`src/sv/tgarle_pkg.sv`:
```
`timescale 1ns / 1ps
// Shared types and constants for the TGA run-length pixel decoder.
// No dependencies; every other file of the block imports this package.
package tgarle_pkg;

   // Configuration register indexes and widths.
   localparam int CSR_INDEX_W = 2;
   localparam int CSR_DATA_W  = 32;
   localparam logic [CSR_INDEX_W-1:0] CSR_BYTES_PER_PIXEL = 2'd0;
   localparam logic [CSR_INDEX_W-1:0] CSR_RLE_MODE        = 2'd1;
   localparam logic [CSR_INDEX_W-1:0] CSR_PIXEL_TOTAL     = 2'd2;

   // Reset values of the configuration registers.
   localparam logic [2:0]  BPP_RESET         = 3'd4;
   localparam logic        RLE_MODE_RESET    = 1'b1;
   localparam logic [31:0] PIXEL_TOTAL_RESET = 32'd1;

   // Pixel size code that selects 3-byte pixels; anything else means 4.
   localparam logic [2:0] BPP_THREE = 3'd3;

   // Packet header layout: kind in bit 7, count minus one in the low bits.
   localparam int         HDR_KIND_BIT   = 7;
   localparam logic [6:0] HDR_COUNT_MASK = 7'h7F;

   // Input beat.
   typedef struct packed {
      logic [7:0] data_byte;
      logic       image_start;
   } req_type;

   // Result beat.
   typedef struct packed {
      logic [31:0] pixel_value;
      logic [7:0]  repeat_count;
      logic        image_done;
   } rsp_type;

   // One decoded byte passed from the front to the back through the queue.
   // The has_pixel flag marks a byte that completed a pixel.
   typedef struct packed {
      logic [31:0] pixel_value;
      logic [7:0]  pixel_count;
      logic        has_pixel;
      logic        image_start;
   } cand_type;

endpackage

```
`src/sv/tgarle_front.sv`:
```
`timescale 1ns / 1ps
// Front part: parses packet headers and gathers pixel bytes into candidates.
// Depends on tgarle_pkg.
module tgarle_front (
   input  logic                 clock,
   input  logic                 reset,
   input  logic                 req_valid,
   output logic                 req_ready,
   input  tgarle_pkg::req_type  req_data,
   input  logic [2:0]           cfg_bytes_per_pixel,
   input  logic                 cfg_rle_mode,
   output logic                 push_valid,
   output tgarle_pkg::cand_type push_data,
   input  logic                 push_ready
);
   import tgarle_pkg::*;

   logic        awaiting_header_ff, awaiting_header_in;
   logic        run_packet_ff, run_packet_in;
   logic [7:0]  pixels_left_ff, pixels_left_in;
   logic [1:0]  byte_in_pixel_ff, byte_in_pixel_in;
   logic [31:0] gather_ff, gather_in;

   logic        accept;
   logic        cur_awaiting, cur_run;
   logic [7:0]  cur_left;
   logic [1:0]  cur_bip, next_bip;
   logic [31:0] cur_gather, merged;
   logic        is_header, pixel_done, size_three;
   logic [7:0]  left_after;

   // A beat is taken whenever the queue has room; every beat becomes one queue entry,
   // so the back sees each byte and can tell when the image is already complete.
   assign req_ready = push_ready;
   assign accept    = req_valid && req_ready;
   assign size_three = (cfg_bytes_per_pixel == BPP_THREE);

   // Decode the byte against state, with image start restoring the cleared state.
   always_comb begin
      cur_awaiting = req_data.image_start ? 1'b1  : awaiting_header_ff;
      cur_run      = req_data.image_start ? 1'b0  : run_packet_ff;
      cur_left     = req_data.image_start ? 8'd0  : pixels_left_ff;
      cur_bip      = req_data.image_start ? 2'd0  : byte_in_pixel_ff;
      cur_gather   = req_data.image_start ? 32'd0 : gather_ff;

      is_header  = cfg_rle_mode && (cur_awaiting || (cur_left == 8'd0));
      merged     = cur_gather | ({24'd0, req_data.data_byte} << {cur_bip, 3'b000});
      next_bip   = cur_bip + 2'd1;
      pixel_done = (next_bip == 2'd0) || (size_three && (next_bip == 2'd3));

      awaiting_header_in = cur_awaiting;
      run_packet_in      = cur_run;
      pixels_left_in     = cur_left;
      byte_in_pixel_in   = cur_bip;
      gather_in          = cur_gather;
      left_after         = cur_left;

      push_valid             = req_valid;
      push_data.pixel_value  = merged;
      push_data.pixel_count  = 8'd1;
      push_data.has_pixel    = 1'b0;
      push_data.image_start  = req_data.image_start;

      if (is_header) begin
         // New packet: kind and pixel count; any partial pixel is dropped.
         run_packet_in      = req_data.data_byte[HDR_KIND_BIT];
         pixels_left_in     = {1'b0, req_data.data_byte[6:0] & HDR_COUNT_MASK} + 8'd1;
         awaiting_header_in = 1'b0;
         byte_in_pixel_in   = 2'd0;
         gather_in          = 32'd0;
      end else if (!pixel_done) begin
         byte_in_pixel_in = next_bip;
         gather_in        = merged;
      end else begin
         // Pixel complete: hand it to the back with its packet accounting.
         push_data.has_pixel = 1'b1;
         if (cfg_rle_mode) begin
            if (cur_run) begin
               push_data.pixel_count = cur_left;
               left_after            = 8'd0;
            end else begin
               left_after = cur_left - 8'd1;
            end
            pixels_left_in = left_after;
            if (left_after == 8'd0) begin
               awaiting_header_in = 1'b1;
            end
         end
         byte_in_pixel_in = 2'd0;
         gather_in        = 32'd0;
      end
   end

   // State registers.
   always_ff @(posedge clock) begin
      if (reset) begin
         awaiting_header_ff <= 1'b1;
         run_packet_ff      <= 1'b0;
         pixels_left_ff     <= 8'd0;
         byte_in_pixel_ff   <= 2'd0;
         gather_ff          <= 32'd0;
      end else if (accept) begin
         awaiting_header_ff <= awaiting_header_in;
         run_packet_ff      <= run_packet_in;
         pixels_left_ff     <= pixels_left_in;
         byte_in_pixel_ff   <= byte_in_pixel_in;
         gather_ff          <= gather_in;
      end
   end

endmodule

```
`src/sv/tgarle_queue.sv`:
```
`timescale 1ns / 1ps
// Short first-in first-out queue of candidate pixels between front and back.
// Depends on tgarle_pkg.
module tgarle_queue #(
   parameter int DEPTH = 2
) (
   input  logic                 clock,
   input  logic                 reset,
   input  logic                 push_valid,
   output logic                 push_ready,
   input  tgarle_pkg::cand_type push_data,
   output logic                 pop_valid,
   input  logic                 pop_ready,
   output tgarle_pkg::cand_type pop_data
);
   import tgarle_pkg::*;

   localparam int PTR_W = (DEPTH > 1) ? $clog2(DEPTH) : 1;
   localparam int CNT_W = $clog2(DEPTH + 1);

   cand_type         entry_ff [DEPTH];
   logic [PTR_W-1:0] wr_ptr_ff, wr_ptr_in;
   logic [PTR_W-1:0] rd_ptr_ff, rd_ptr_in;
   logic [CNT_W-1:0] count_ff, count_in;
   logic             do_push, do_pop;

   assign push_ready = (count_ff != CNT_W'(DEPTH));
   assign pop_valid  = (count_ff != '0);
   assign pop_data   = entry_ff[rd_ptr_ff];
   assign do_push    = push_valid && push_ready;
   assign do_pop     = pop_valid && pop_ready;

   // Pointer wrap and occupancy.
   always_comb begin
      wr_ptr_in = wr_ptr_ff;
      rd_ptr_in = rd_ptr_ff;
      count_in  = count_ff;
      if (do_push) begin
         wr_ptr_in = (wr_ptr_ff == PTR_W'(DEPTH - 1)) ? '0 : wr_ptr_ff + 1'b1;
      end
      if (do_pop) begin
         rd_ptr_in = (rd_ptr_ff == PTR_W'(DEPTH - 1)) ? '0 : rd_ptr_ff + 1'b1;
      end
      if (do_push && !do_pop) begin
         count_in = count_ff + 1'b1;
      end else if (do_pop && !do_push) begin
         count_in = count_ff - 1'b1;
      end
   end

   always_ff @(posedge clock) begin
      if (reset) begin
         wr_ptr_ff <= '0;
         rd_ptr_ff <= '0;
         count_ff  <= '0;
      end else begin
         wr_ptr_ff <= wr_ptr_in;
         rd_ptr_ff <= rd_ptr_in;
         count_ff  <= count_in;
      end
   end

   // Entry storage carries payload only.
   always_ff @(posedge clock) begin
      if (do_push) begin
         entry_ff[wr_ptr_ff] <= push_data;
      end
   end

endmodule

```
`src/sv/tgarle_back.sv`:
```
`timescale 1ns / 1ps
// Back part: counts emitted pixels, clamps runs and drives the result register.
// Depends on tgarle_pkg.
module tgarle_back (
   input  logic                 clock,
   input  logic                 reset,
   input  logic                 pop_valid,
   output logic                 pop_ready,
   input  tgarle_pkg::cand_type pop_data,
   input  logic [31:0]          cfg_pixel_total,
   output logic                 rsp_valid,
   input  logic                 rsp_ready,
   output tgarle_pkg::rsp_type  rsp_data
);
   import tgarle_pkg::*;

   logic [31:0] emitted_ff, emitted_in;
   logic        finished_ff, finished_in;
   logic        rsp_valid_ff, rsp_valid_in;
   rsp_type     rsp_ff, rsp_in;

   logic        take;
   logic [31:0] cur_emitted;
   logic        cur_finished;
   logic [32:0] remaining;
   logic        exhausted, reaches_end;

   assign pop_ready = !rsp_valid_ff || rsp_ready;
   assign take      = pop_valid && pop_ready;
   assign rsp_valid = rsp_valid_ff;
   assign rsp_data  = rsp_ff;

   // Clamp the pixel count against what is left of the image.
   always_comb begin
      cur_emitted  = pop_data.image_start ? 32'd0 : emitted_ff;
      cur_finished = pop_data.image_start ? 1'b0  : finished_ff;
      remaining    = {1'b0, cfg_pixel_total} - {1'b0, cur_emitted};
      exhausted    = cur_finished || remaining[32] || (remaining == 33'd0);
      reaches_end  = ({25'd0, pop_data.pixel_count} >= remaining);

      emitted_in   = emitted_ff;
      finished_in  = finished_ff;
      rsp_valid_in = rsp_valid_ff && !rsp_ready;
      rsp_in       = rsp_ff;

      if (take) begin
         if (exhausted) begin
            // Image already complete: the byte is dropped and the image stays finished.
            emitted_in  = cur_emitted;
            finished_in = 1'b1;
         end else if (pop_data.has_pixel) begin
            emitted_in   = reaches_end ? cfg_pixel_total : cur_emitted
                           + {24'd0, pop_data.pixel_count};
            finished_in  = reaches_end;
            rsp_valid_in = 1'b1;
            rsp_in.pixel_value  = pop_data.pixel_value;
            rsp_in.repeat_count = reaches_end ? remaining[7:0] : pop_data.pixel_count;
            rsp_in.image_done   = reaches_end;
         end else begin
            // Header or partial pixel byte: only an image start changes the count.
            emitted_in  = cur_emitted;
            finished_in = cur_finished;
         end
      end
   end

   always_ff @(posedge clock) begin
      if (reset) begin
         emitted_ff   <= 32'd0;
         finished_ff  <= 1'b0;
         rsp_valid_ff <= 1'b0;
      end else begin
         emitted_ff   <= emitted_in;
         finished_ff  <= finished_in;
         rsp_valid_ff <= rsp_valid_in;
      end
   end

   // Result payload register.
   always_ff @(posedge clock) begin
      rsp_ff <= rsp_in;
   end

endmodule

```
`src/sv/tga_rle_pixel_decoder_top.sv`:
```
`timescale 1ns / 1ps
// TGA pixel decoder top level: one data byte per beat, at most one pixel per result beat.
// Throughput is one byte per cycle; the input stalls only when the queue is full behind a held result.
// A pixel goes through the queue entry, then the result register, after its last byte is accepted.
// Synchronous reset clears all decode state and loads the register defaults:
// 4 bytes per pixel, run-length mode, pixel total of 1. No clearing pass is needed.
// Depends on tgarle_pkg, tgarle_front, tgarle_queue and tgarle_back.
module tga_rle_pixel_decoder_top #(
   parameter int QUEUE_DEPTH = 2
) (
   input  logic                                clock,
   input  logic                                reset,
   input  logic                                req_valid,
   output logic                                req_ready,
   input  tgarle_pkg::req_type                 req_data,
   output logic                                rsp_valid,
   input  logic                                rsp_ready,
   output tgarle_pkg::rsp_type                 rsp_data,
   input  logic                                csr_write_en,
   input  logic [tgarle_pkg::CSR_INDEX_W-1:0]  csr_index,
   input  logic [tgarle_pkg::CSR_DATA_W-1:0]   csr_wdata
);
   import tgarle_pkg::*;

   logic [2:0]  bytes_per_pixel_ff;
   logic        rle_mode_ff;
   logic [31:0] pixel_total_ff;

   logic        push_valid, push_ready;
   cand_type    push_data;
   logic        pop_valid, pop_ready;
   cand_type    pop_data;

   // Configuration registers; writes to unused indexes are ignored.
   always_ff @(posedge clock) begin
      if (reset) begin
         bytes_per_pixel_ff <= BPP_RESET;
         rle_mode_ff        <= RLE_MODE_RESET;
         pixel_total_ff     <= PIXEL_TOTAL_RESET;
      end else if (csr_write_en) begin
         case (csr_index)
            CSR_BYTES_PER_PIXEL: bytes_per_pixel_ff <= csr_wdata[2:0];
            CSR_RLE_MODE:        rle_mode_ff        <= csr_wdata[0];
            CSR_PIXEL_TOTAL:     pixel_total_ff     <= csr_wdata[31:0];
            default: ;
         endcase
      end
   end

   // Header parsing and byte gathering.
   tgarle_front u_front (
      .clock               (clock),
      .reset               (reset),
      .req_valid           (req_valid),
      .req_ready           (req_ready),
      .req_data            (req_data),
      .cfg_bytes_per_pixel (bytes_per_pixel_ff),
      .cfg_rle_mode        (rle_mode_ff),
      .push_valid          (push_valid),
      .push_data           (push_data),
      .push_ready          (push_ready)
   );

   // Candidate pixel queue.
   tgarle_queue #(
      .DEPTH (QUEUE_DEPTH)
   ) u_queue (
      .clock      (clock),
      .reset      (reset),
      .push_valid (push_valid),
      .push_ready (push_ready),
      .push_data  (push_data),
      .pop_valid  (pop_valid),
      .pop_ready  (pop_ready),
      .pop_data   (pop_data)
   );

   // Pixel counting and result output.
   tgarle_back u_back (
      .clock           (clock),
      .reset           (reset),
      .pop_valid       (pop_valid),
      .pop_ready       (pop_ready),
      .pop_data        (pop_data),
      .cfg_pixel_total (pixel_total_ff),
      .rsp_valid       (rsp_valid),
      .rsp_ready       (rsp_ready),
      .rsp_data        (rsp_data)
   );

endmodule

```
`config.mk`:
```
export PLATFORM = sky130hd
export DESIGN_NAME = tga_rle_pixel_decoder_top
export DESIGN_NICKNAME = d
export VERILOG_FILES = /design/src/sv/tgarle_pkg.sv /design/src/sv/tgarle_front.sv /design/src/sv/tgarle_queue.sv /design/src/sv/tgarle_back.sv /design/src/sv/tga_rle_pixel_decoder_top.sv
export SDC_FILE = /design/constraint.sdc
export NUM_CORES = 1
export LEC_CHECK = 0
export ABC_AREA = 0
export CAP_MARGIN = 20
export CORE_MARGIN = 5
export CORE_UTILIZATION = 40
export DETAILED_ROUTE_END_ITERATION = 10
export DONT_BUFFER_PORTS = 1
export GPL_ROUTABILITY_DRIVEN = 0
export GPL_TIMING_DRIVEN = 0
export PLACE_DENSITY = 0.62
export SLEW_MARGIN = 20
export SYNTH_ARGS = -nofsm -noshare
export SYNTH_HDL_FRONTEND = slang
export SYNTH_SLANG_ARGS = --single-unit
export TNS_END_PERCENT = 20
```
`constraint.sdc`:
```
create_clock -name clock -period 9.5 [get_ports clock]
set_clock_uncertainty 0.15 [all_clocks]
set_input_delay 1.425 -clock clock [delete_from_list [all_inputs] [get_ports clock]]
set_output_delay 1.425 -clock clock [all_outputs]
set_load 0.02 [all_outputs]
```
After elaboration in Yosys (flattened, before gate mapping)
Memory sizes are Yosys's and may differ from the RTL's. A register that Yosys moved wholly into a read port is not among the register bits. Cells that the tools add are included.

Bits in registers: 159. Bits in latches: 0. RAM bits: 84. Bits in read-only memories: 0. Input bits: 48. Memories kept: 1.

Memories: u_queue.entry_ff (words 2, width 42, rd ports 1, clocked after Yosys merged registers in 1, wr ports 1, line tgarle_queue.sv:21) `cand_type entry_ff [DEPTH];`.

Add/subtract/negate cells: 9. Multipliers: 0. Divide/modulo/power cells: 0. Order comparisons: 1. Equal/unequal tests: 5. Shift operators: 1. Mux-type cells: 44. Bitwise operators: 2. Reductions and logical operators: 27.

Operator list (number): 32-bit two-way mux (7); 8-bit two-way mux (11); 8-bit by 33-bit greater-or-equal comparator with 1-bit output (1); 33-bit logical NOT (1); 32-bit by 32-bit subtractor with 33-bit output (1); 32-bit by 8-bit adder with 32-bit output (1); 32-bit bitwise OR (1); 8-bit by 5-bit left shift with 32-bit output (1); 1-bit two-way mux (19); 9-bit two-way mux (2); 8-bit logical NOT (2); 2-bit two-way mux (5); 7-bit by 1-bit adder with 8-bit output (second input constant) (1); 8-bit by 1-bit subtractor with 8-bit output (second input constant) (1); 1-bit logical AND (7); 2-bit AND reduction (3); 1-bit logical OR (5); 2-bit by 1-bit adder with 2-bit output (second input constant) (2); 2-bit equality test (second input constant) (2); 1-bit logical NOT (4); 2-bit logical NOT (2); 2-bit nonzero test (2); 3-bit by 2-bit equality test with 1-bit output (second input constant) (1); 3-bit AND reduction (1); other kinds (5) (6).

Longest topological paths before layout
Gate-level depths: netlist of the first run.

Word-level depth: 12. Depth in mapped cells: 24. Gate-level depth less buffers: 17.

Hierarchy
From an unflattened synthesis of the first run, not the netlist that was laid out.

Cell total of the unflattened synthesis: 1334. Area, all modules: 13644.3 µm².

Modules (own cells, without submodules): tgarle_back (instances 1, cells an instance 694, area each 6284.8 µm², sequential area each 1911.8 µm²); tgarle_queue (instances 1, cells an instance 155, area each 3243.1 µm², sequential area each 2622.5 µm²); tgarle_front (instances 1, cells an instance 329, area each 2502.4 µm², sequential area each 880.8 µm²); tga_rle_pixel_decoder_top (instances 1, cells an instance 156, area each 1614.0 µm², sequential area each 720.7 µm²).

Least setup slack after synthesis of the first run
OpenSTA, ideal clock, no wires.

Kind: reg2reg. Start point: register (tool-made name). End point: register u_back.rsp_ff (netlist bit u_back.rsp_data[0]) (enable). Library setup time: 0.439 ns. Data arrival time: 5.740 ns. Path slack: 3.171 ns. Stages on the path, launching flop included: 19. Path buffers: 5. Clock period less this slack: 6.329 ns. Path through: dfxtp_1 -> clkbuf_1 -> mux2i_1 -> clkbuf_1 -> buf_1 -> clkbuf_1 -> clkbuf_1 -> nand2_1 -> ha_1 -> a21o_1 -> a21oi_1 -> a211o_1 -> nand2_2 -> a41oi_2 -> o21ai_0 -> a311oi_1 -> nor3b_1 -> o31ai_4 -> nor2_1.

RTL lines: end signal, assigned (line tgarle_back.sv:81) `rsp_ff <= rsp_in;`; end, declared (line tgarle_back.sv:20) `rsp_type rsp_ff, rsp_in;`.

==> summary.txt, run 1 <==
Die
  • Initial Util: 40.4%
  • Core area: 32500 um^2
  • Die height: between 150 and 200 um
  • Row cnt: 66
  • I/O pin count: 91
  • Die area: 36500 um^2
  • Die width: 191 um

Timing
  • Min Hold Slack: 0.316 ns
  • Crit path time final: 7.71 ns
  • Final count of hold timing violations: 0
  • Max Fclk: 130 MHz
  • Worst slew pin tran: 1.07 ns
  • Final setup vio count: 0
  • Relative slew slack: 28.2%
  • Final Max Tran Viols: 0
  • Crit share post-route: between 80% and 90%
  • RSZ-0062 raised after global routing: false
  • Final worst setup slack: 1.79 ns

Power
  • Total power: around 3.4 mW
  • Sequential share of power: roughly two fifths
  • Internal power: 2.32 mW
  • Sw Share: 31.6%
  • P per Cell Area: 228 nW/um^2
  • Gate power share: 25.9%
  • Psw: 1.07 mW
  • Maximum VDD drop: 0.176 mV
  • Clock share of power: 35.0%
  • Pleak: 5.38 nW

CTS
  • CTS root buf: clkbuf_16
  • Clk sink count: roughly 240
  • Post_cts resized: 0
  • Htree depth: 1
  • Clock buffer depth: 3
  • TritonCTS clock tree: yes
  • Post-CTS Setup Bufs: 0
  • Worst skew pair latency: 0.56 ns
  • Clock transition at path regs: 0.06 ns
  • Num CTS Buffers: 27
  • Hold Buf Count CTS: 0

Worst setup path
  • Critical-path maximum fanout: 10
  • Crit. End Element: flip-flop
  • WP data required: 9.64 ns
  • Kind of critical path: reg2reg
  • WP data arrival: 7.86 ns
  • Critical path launch point type: flip-flop

Synth
  • Ys Warns: 0
  • Post-synthesis cell count: 1304
  • Synth Flop Type: edfxtp_1
  • Syn Std Cell Area: 13100 um^2
  • Most common cell in the netlist: nor2_1
  • Top post-synthesis cells by count: nor2_1, nand2_1, edfxtp_1, dfxtp_1, a21oi_1
  • Syn_nets: 1410
  • Largest cells by area after synthesis: edfxtp_1, dfxtp_1, ha_1, nor2_1, nand2_1
  • Synth area leader: edfxtp_1
  • Unique cell type count in the Yosys netlist: 79
  • Post-synth EDFFs: roughly 130
  • Ys async rst share: 0%
  • Seq/Total Area, Yosys: approximately 47%
  • Yosys reg bits: 244
  • Synth top area share: approximately 29%
  • Post-Syn Area per Cell: 10.1 um^2

Job
  • MaxCap Viol Count: 0

Cells and area
  • Layout cells sized above 1: roughly an eighth
  • Nets: 1444
  • Area Overhead vs Synth: 13.2%
  • FILL cells: just over 3000
  • Diodes inserted: 0
  • Fin cells: 1801

Placement
  • Port Buffer Count: 0
  • DP Worst Slack: 1.84 ns
  • Placed Instances: 1751
  • Hpwl dp: 24400 um

Route
  • Remaining DRCs: 0
  • Wire length per cell: 18.6 um
  • Vias per cell: 5.46
  • Total Wirelength: between 30000 and 40000 um
  • DRT iter0 DRCs: 613
  • DRT Pass-1 Iters: 5
  • DR vias: 9827
  • DRT antenna net count: 0

Global routing
  • Number of global-route vias before repair: slightly below 10000
  • Initial antenna violation count: 0
  • GRT overflow: 0
  • First-pass GRT wire length: 53300 um
  • Overall Global Routing Usage: 18.1%
  • Largest net degree at the start of global routing: 22

Hold path
  • Worst hold path type: reg2reg

Run status
  • Status: finished, final reports clean
[power by group through the flow]
stage / Sequential (mW) / Clock, mW / Combinational, mW
floorplan: 1.34 / 0 / 0.628
global placement: 1.36 / 0 / 0.832
detailed placement: 1.35 / 0 / 0.870
CTS: 1.33 / 1.21 / 0.878
global route: 1.34 / 1.26 / 0.960
finish: 1.33 / 1.18 / 0.876
[metrics by stage]
stage	utilization (%)	instance area [um^2]	setup TNS (ns)
5_1_grt	45.7	14800	0
2_1_floorplan	-	13100	0
3_3_place_gp	42.1	13700	-5.10
4_1_cts	45.7	14800	0
6_report	45.7	14800	0
3_5_place_dp	42.6	13800	0
[critical path, cell delays in order (launching register included)]
cell	delay, ns
dfxtp_1	0.31
clkbuf_1	0.37
mux2i_1	0.58
clkbuf_1	0.57
buf_1	0.56
clkbuf_1	0.70
clkbuf_1	0.58
nand2_1	0.24
ha_1	0.32
nor2b_1	0.16
o2111a_1	0.31
o21ai_1	0.14
a211oi_1	0.57
nor2_1	0.11
xor2_1	0.16
o2111ai_1	0.13
or4b_4	0.55
or3_1	0.44
clkbuf_1	0.17
nand2b_1	0.16
o21a_1	0.14
[cells in the final DEF, fill, tap and decap left out, types with 5 or more instances in the layout]
| cell type | instances |
|---|---|
| a22oi_1 | 35 |
| and2_1 | 15 |
| nor2_1 | 141 |
| nand2b_1 | 21 |
| buf_2 | 8 |
| xor2_1 | 28 |
| a21oi_1 | 102 |
| or3_1 | 11 |
| nand2_1 | 142 |
| buf_6 | 6 |
| edfxtp_1 | 125 |
| o21a_1 | 12 |
| a211oi_1 | 10 |
| mux2_2 | 43 |
| inv_1 | 34 |
| nand4_1 | 13 |
| ha_1 | 56 |
| o211ai_1 | 6 |
| a21o_1 | 21 |
| a211o_1 | 5 |
| clkbuf_1 | 49 |
| nand3_1 | 20 |
| xnor2_1 | 29 |
| mux2i_1 | 39 |
| bufinv_16 | 7 |
| o2bb2ai_1 | 9 |
| a31oi_1 | 9 |
| nor3_1 | 15 |
| and3_1 | 10 |
| o2111ai_1 | 6 |
| dfxtp_1 | 119 |
| o2bb2ai_2 | 23 |
| clkbuf_16 | 27 |
| buf_1 | 9 |
| nor2b_1 | 15 |
| o21ai_0 | 30 |
| a22o_1 | 8 |
[registers in the layout, indices dropped and copies added (netlist names), named ones only]
| signal | cells |
|---|---|
| bytes_per_pixel_ff | 3 |
| pixel_total_ff | 32 |
| rle_mode_ff | 1 |
| u_back.emitted_ff | 32 |
| u_back.finished_ff | 1 |
| u_back.rsp_data | 41 |
| u_back.rsp_valid | 1 |
| u_front.awaiting_header_ff | 1 |
| u_front.byte_in_pixel_ff | 2 |
| u_front.gather_ff | 32 |
| u_front.pixels_left_ff | 8 |
| u_front.run_packet_ff | 1 |
| u_queue.count_ff | 2 |
| u_queue.entry_ff | 84 |
| u_queue.rd_ptr_ff | 1 |
| u_queue.wr_ptr_ff | 1 |
[final timing paths]
kind,startpoint,to,slack (ns),depth (start not counted)
max,flip-flop,u_back.rsp_data[4]$_DFFE_PP_,1.79,20
min,u_back.emitted_ff[3]$_SDFFE_PP0P_,u_back.emitted_ff[3]$_SDFFE_PP0P_,0.32,1
max reg2reg,flip-flop,u_back.rsp_data[4]$_DFFE_PP_,1.79,20
min reg2reg,u_back.emitted_ff[3]$_SDFFE_PP0P_,u_back.emitted_ff[3]$_SDFFE_PP0P_,0.32,1
[cell type report]
| class | instances | area (um^2) | share of cell area, % |
|---|---|---|---|
| Sequential cell | 244 | 6140 | 41.3 |
| Inverter | 36 | 135 | 0.910 |
| Tap cell | 442 | 553 | 3.73 |
| Timing Repair Buffer | 5 | 130 | 0.877 |
| Clock inverter | 22 | 333 | 2.24 |
| Multi-Input combinational cell | 947 | 6470 | 43.6 |
| Buffer | 77 | 400 | 2.70 |
| Clock buffer | 28 | 689 | 4.64 |
[per-layer routing]
| layer | part of all wire, % | routed length (um) | up-vias | track usage (%) |
|---|---|---|---|---|
| li1 | - | - | 4802 | - |
| met1 | 45 | 15100 | 4700 | 24.0 |
| met2 | 46 | 15300 | 265 | 29.7 |
| met3 | 6.1 | 2050 | 60 | 4.09 |
| met4 | 3.2 | 1090 | 0 | 5.55 |
| met5 | 0 | 0 | - | 0 |
[cells by family (layout without fill, tap and decap cells)]
kind of cell | after synthesis | in the layout | share of synthesized area [%]
flip-flops | 244 | 244 | 46.8
AO/OA/AOI/OAI | 320 | 320 | 17.9
XOR/XNOR | 57 | 57 | 3.81
adder cells (fa/ha/maj) | 58 | 58 | 5.65
buffers and inverters | 113 | 168 | 4.08
AND/OR/NAND/NOR | 430 | 430 | 15.1
multiplexers | 82 | 82 | 6.67
Note: power is estimated with default switching activity, not from simulation.
==> run 2, diff against run 1 <==
--- a/config.mk
+++ b/config.mk
@@ -13,7 +13,7 @@
 export DONT_BUFFER_PORTS = 1
 export GPL_ROUTABILITY_DRIVEN = 0
 export GPL_TIMING_DRIVEN = 0
-export PLACE_DENSITY = 0.62
+export PLACE_DENSITY = 0.64
 export SLEW_MARGIN = 20
 export SYNTH_ARGS = -nofsm -noshare
 export SYNTH_HDL_FRONTEND = slang
==> constraint.sdc (replaced) <==
create_clock -name clock -period 6.33 [get_ports clock]
set_clock_uncertainty 0.15 [all_clocks]
set_input_delay 0.9495 -clock clock [delete_from_list [all_inputs] [get_ports clock]]
set_output_delay 0.9495 -clock clock [all_outputs]
set_load 0.02 [all_outputs]
==> run 2 against run 1 <==
  * Register-to-register slack got worse by 1.6 ns
  * Wire length down 1.7%
  * Sequential power grew 50%
  * Sequential share of layout area is 0.26 points higher
  * Design area shrank 0.62%
  * Largest power group unchanged
==> summary.txt, run 2 (synthesis gave the netlist of run 1 again) <==
Run status
  • Status: finished, final reports clean (unchanged)

Cells and area
  • FILL cells: 3062 (was 3061)
  • Most frequent cells in the layout: nand2_1, nor2_1, edfxtp_1 (unchanged)
  • Largest register FFs: 84 (unchanged)
  • Layout cells sized above 1: 12.3% (was 11.8%)
  • Design Area, Final: 14800 um^2 (about the same)
  • Most flop-heavy register: u_queue.entry_ff (unchanged)
  • Nets: 1443 (was 1444)
  • Commonest non-fill, non-tap cell in the layout: nand2_1 (unchanged)
  • Area Overhead vs Synth: 12.5% (was 13.2%)
  • Diodes inserted: 0 (unchanged)

CTS
  • Clk sink count: 244 (unchanged)
  • Htree depth: 1 (unchanged)
  • Num CTS Buffers: 27 (unchanged)
  • Hold Buf Count CTS: 0 (unchanged)
  • CTS root buf: clkbuf_16 (unchanged)
  • Post-CTS Setup Bufs: 0 (unchanged)
  • Post_cts resized: 7 (was 0)
  • TritonCTS clock tree: yes (unchanged)
  • Clock buffer depth: 3 (unchanged)
  • Worst skew pair latency: 0.55 ns (was 0.56 ns)
  • Clock transition at path regs: 0.07 ns (was 0.06 ns)

Global routing
  • First-pass GRT wire length: 52400 um (was 53300 um)
  • GRT overflow: 0 (unchanged)
  • Overall Global Routing Usage: 17.7% (was 18.1%)
  • Largest net degree at the start of global routing: 23 (was 22)
  • Number of global-route vias before repair: 9539 (was 9845)
  • Initial antenna violation count: 0 (unchanged)

Worst setup path
  • Crit. End Element: flip-flop (unchanged)
  • Critical-path maximum fanout: 10 (unchanged)
  • Kind of critical path: reg2reg (unchanged)
  • WP data required: 6.48 ns (was 9.64 ns)
  • WP data arrival: 6.26 ns (was 7.86 ns)
  • Critical path launch point type: flip-flop (unchanged)

Die
  • I/O pin count: 91 (unchanged)
  • Die area: 36500 um^2 (unchanged)
  • Initial Util: 40.4% (unchanged)
  • Die width: 191 um (unchanged)
  • Die height: 191 um (unchanged)
  • Row cnt: 66 (unchanged)
  • Core area: 32500 um^2 (unchanged)

Placement
  • Placed Area: 13800 um^2 (about the same)
  • Port Buffer Count: 0 (unchanged)
  • Hpwl dp: 24200 um (was 24400 um)

Timing
  • RSZ-0062 raised after global routing: false (unchanged)
  • Final setup vio count: 0 (unchanged)
  • Worst slew pin tran: 0.828 ns (was 1.07 ns)
  • Max Fclk: 164 MHz (was 130 MHz)
  • Crit path time final: 6.11 ns (was 7.71 ns)
  • Final count of hold timing violations: 0 (unchanged)
  • Relative slew slack: 44.8% (was 28.2%)
  • Crit share post-route: 96.5% (was 81.2%)
  • Final Max Tran Viols: 0 (unchanged)

Route
  • Wire length per cell: 18.3 um (was 18.6 um)
  • Total Wirelength: 33000 um (was 33600 um)
  • DRT antenna net count: 0 (unchanged)
  • Routed met2 length: 15000 um (was 15300 um)
  • DRT iter0 DRCs: 655 (was 613)
  • Routed met1 length: 15200 um (was 15100 um)
  • Remaining DRCs: 0 (unchanged)
  • DR vias: 9809 (was 9827)
  • Met3 Routed Length: 2000 um (was 2050 um)
  • DRT Pass-1 Iters: 5 (unchanged)
  • Top Layer Used: met4 (unchanged)
  • Vias per cell: 5.45 (was 5.46)

Power
  • P per Cell Area: 331 nW/um^2 (was 228 nW/um^2)
  • Clock share of power: 32.3% (was 35.0%)
  • Total power: 4.89 mW (was 3.39 mW)
  • Maximum VDD drop: 0.240 mV (was 0.176 mV)
  • Sequential share of power: 40.9% (was 39.1%)
  • Gate power share: 26.8% (was 25.9%)
  • Psw: 1.59 mW (was 1.07 mW)
  • Pleak: 5.33 nW (was 5.38 nW)
  • Internal power: 3.29 mW (was 2.32 mW)
  • Sw Share: 32.6% (was 31.6%)

Hold path
  • Worst hold path type: reg2reg (unchanged)

Job
  • MaxCap Viol Count: 0 (unchanged)
[run 2: path summary, 6_finish.rpt]
check,slack (ns),to,start,depth (start not counted)
worst min register to register,0.32,u_back.emitted_ff[2]$_SDFFE_PP0P_,u_back.emitted_ff[2]$_SDFFE_PP0P_,1
worst max-delay path,0.22,u_back.rsp_data[7]$_DFFE_PP_,flip-flop,20
worst min-delay path,0.32,u_back.emitted_ff[2]$_SDFFE_PP0P_,u_back.emitted_ff[2]$_SDFFE_PP0P_,1
worst max register to register,0.22,u_back.rsp_data[7]$_DFFE_PP_,flip-flop,20
[run 2: stage by stage]
stage               setup WS (ns)  TNS, ns  hold slack (ns)  utilization [%]  instances
floorplan                 0.00103        0            0.274                -       1304
global placement            -3.19  -177.95            0.290             42.1       1746
detailed placement          -1.23   -91.90            0.296             42.6       1751
CTS                         0.125        0            0.313             45.4       1800
global route               0.0104        0            0.319             45.5       1800
finish                      0.219        0            0.318             45.5       1800
[run 2: metal layers]
layer  track usage [%]  up-vias
met5                 0        -
met4              4.56        0
met3              4.05       55
met2              28.6      258
met1              24.2     4689
li1                  -     4807
[run 2: critical path, stage by stage (launching register included)]
cell	delay [ns]
dfxtp_2	0.46
mux2i_4	0.37
clkbuf_2	0.34
buf_2	0.34
clkbuf_4	0.33
clkbuf_2	0.33
nand2_1	0.18
inv_1	0.13
fa_1	0.22
and2b_1	0.20
o2111ai_1	0.26
a211o_1	0.23
nand2_2	0.13
a41oi_2	0.29
mux2i_1	0.23
o2111ai_1	0.14
or4b_4	0.59
or3_1	0.42
clkbuf_1	0.18
nand2b_1	0.18
o21a_1	0.12
[run 2: power groups by stage]
stage / clock network [mW] / registers (mW) / logic (mW)
global route: 1.68 / 2.02 / 1.44
CTS: 1.62 / 2.00 / 1.31
global placement: 0 / 2.04 / 1.24
floorplan: 0 / 2.00 / 0.943
detailed placement: 0 / 2.02 / 1.30
finish: 1.58 / 2.00 / 1.31
[run 2: final cells by class]
type	instances	area [um^2]	area share [%]
Tap cell	442	553	3.75
Clock buffer	31	711	4.82
Buffer	76	404	2.74
Timing Repair Buffer	5	125	0.848
Sequential cell	244	6140	41.6
Clock inverter	19	196	1.33
Inverter	36	135	0.916
Multi-Input combinational cell	947	6490	44.0
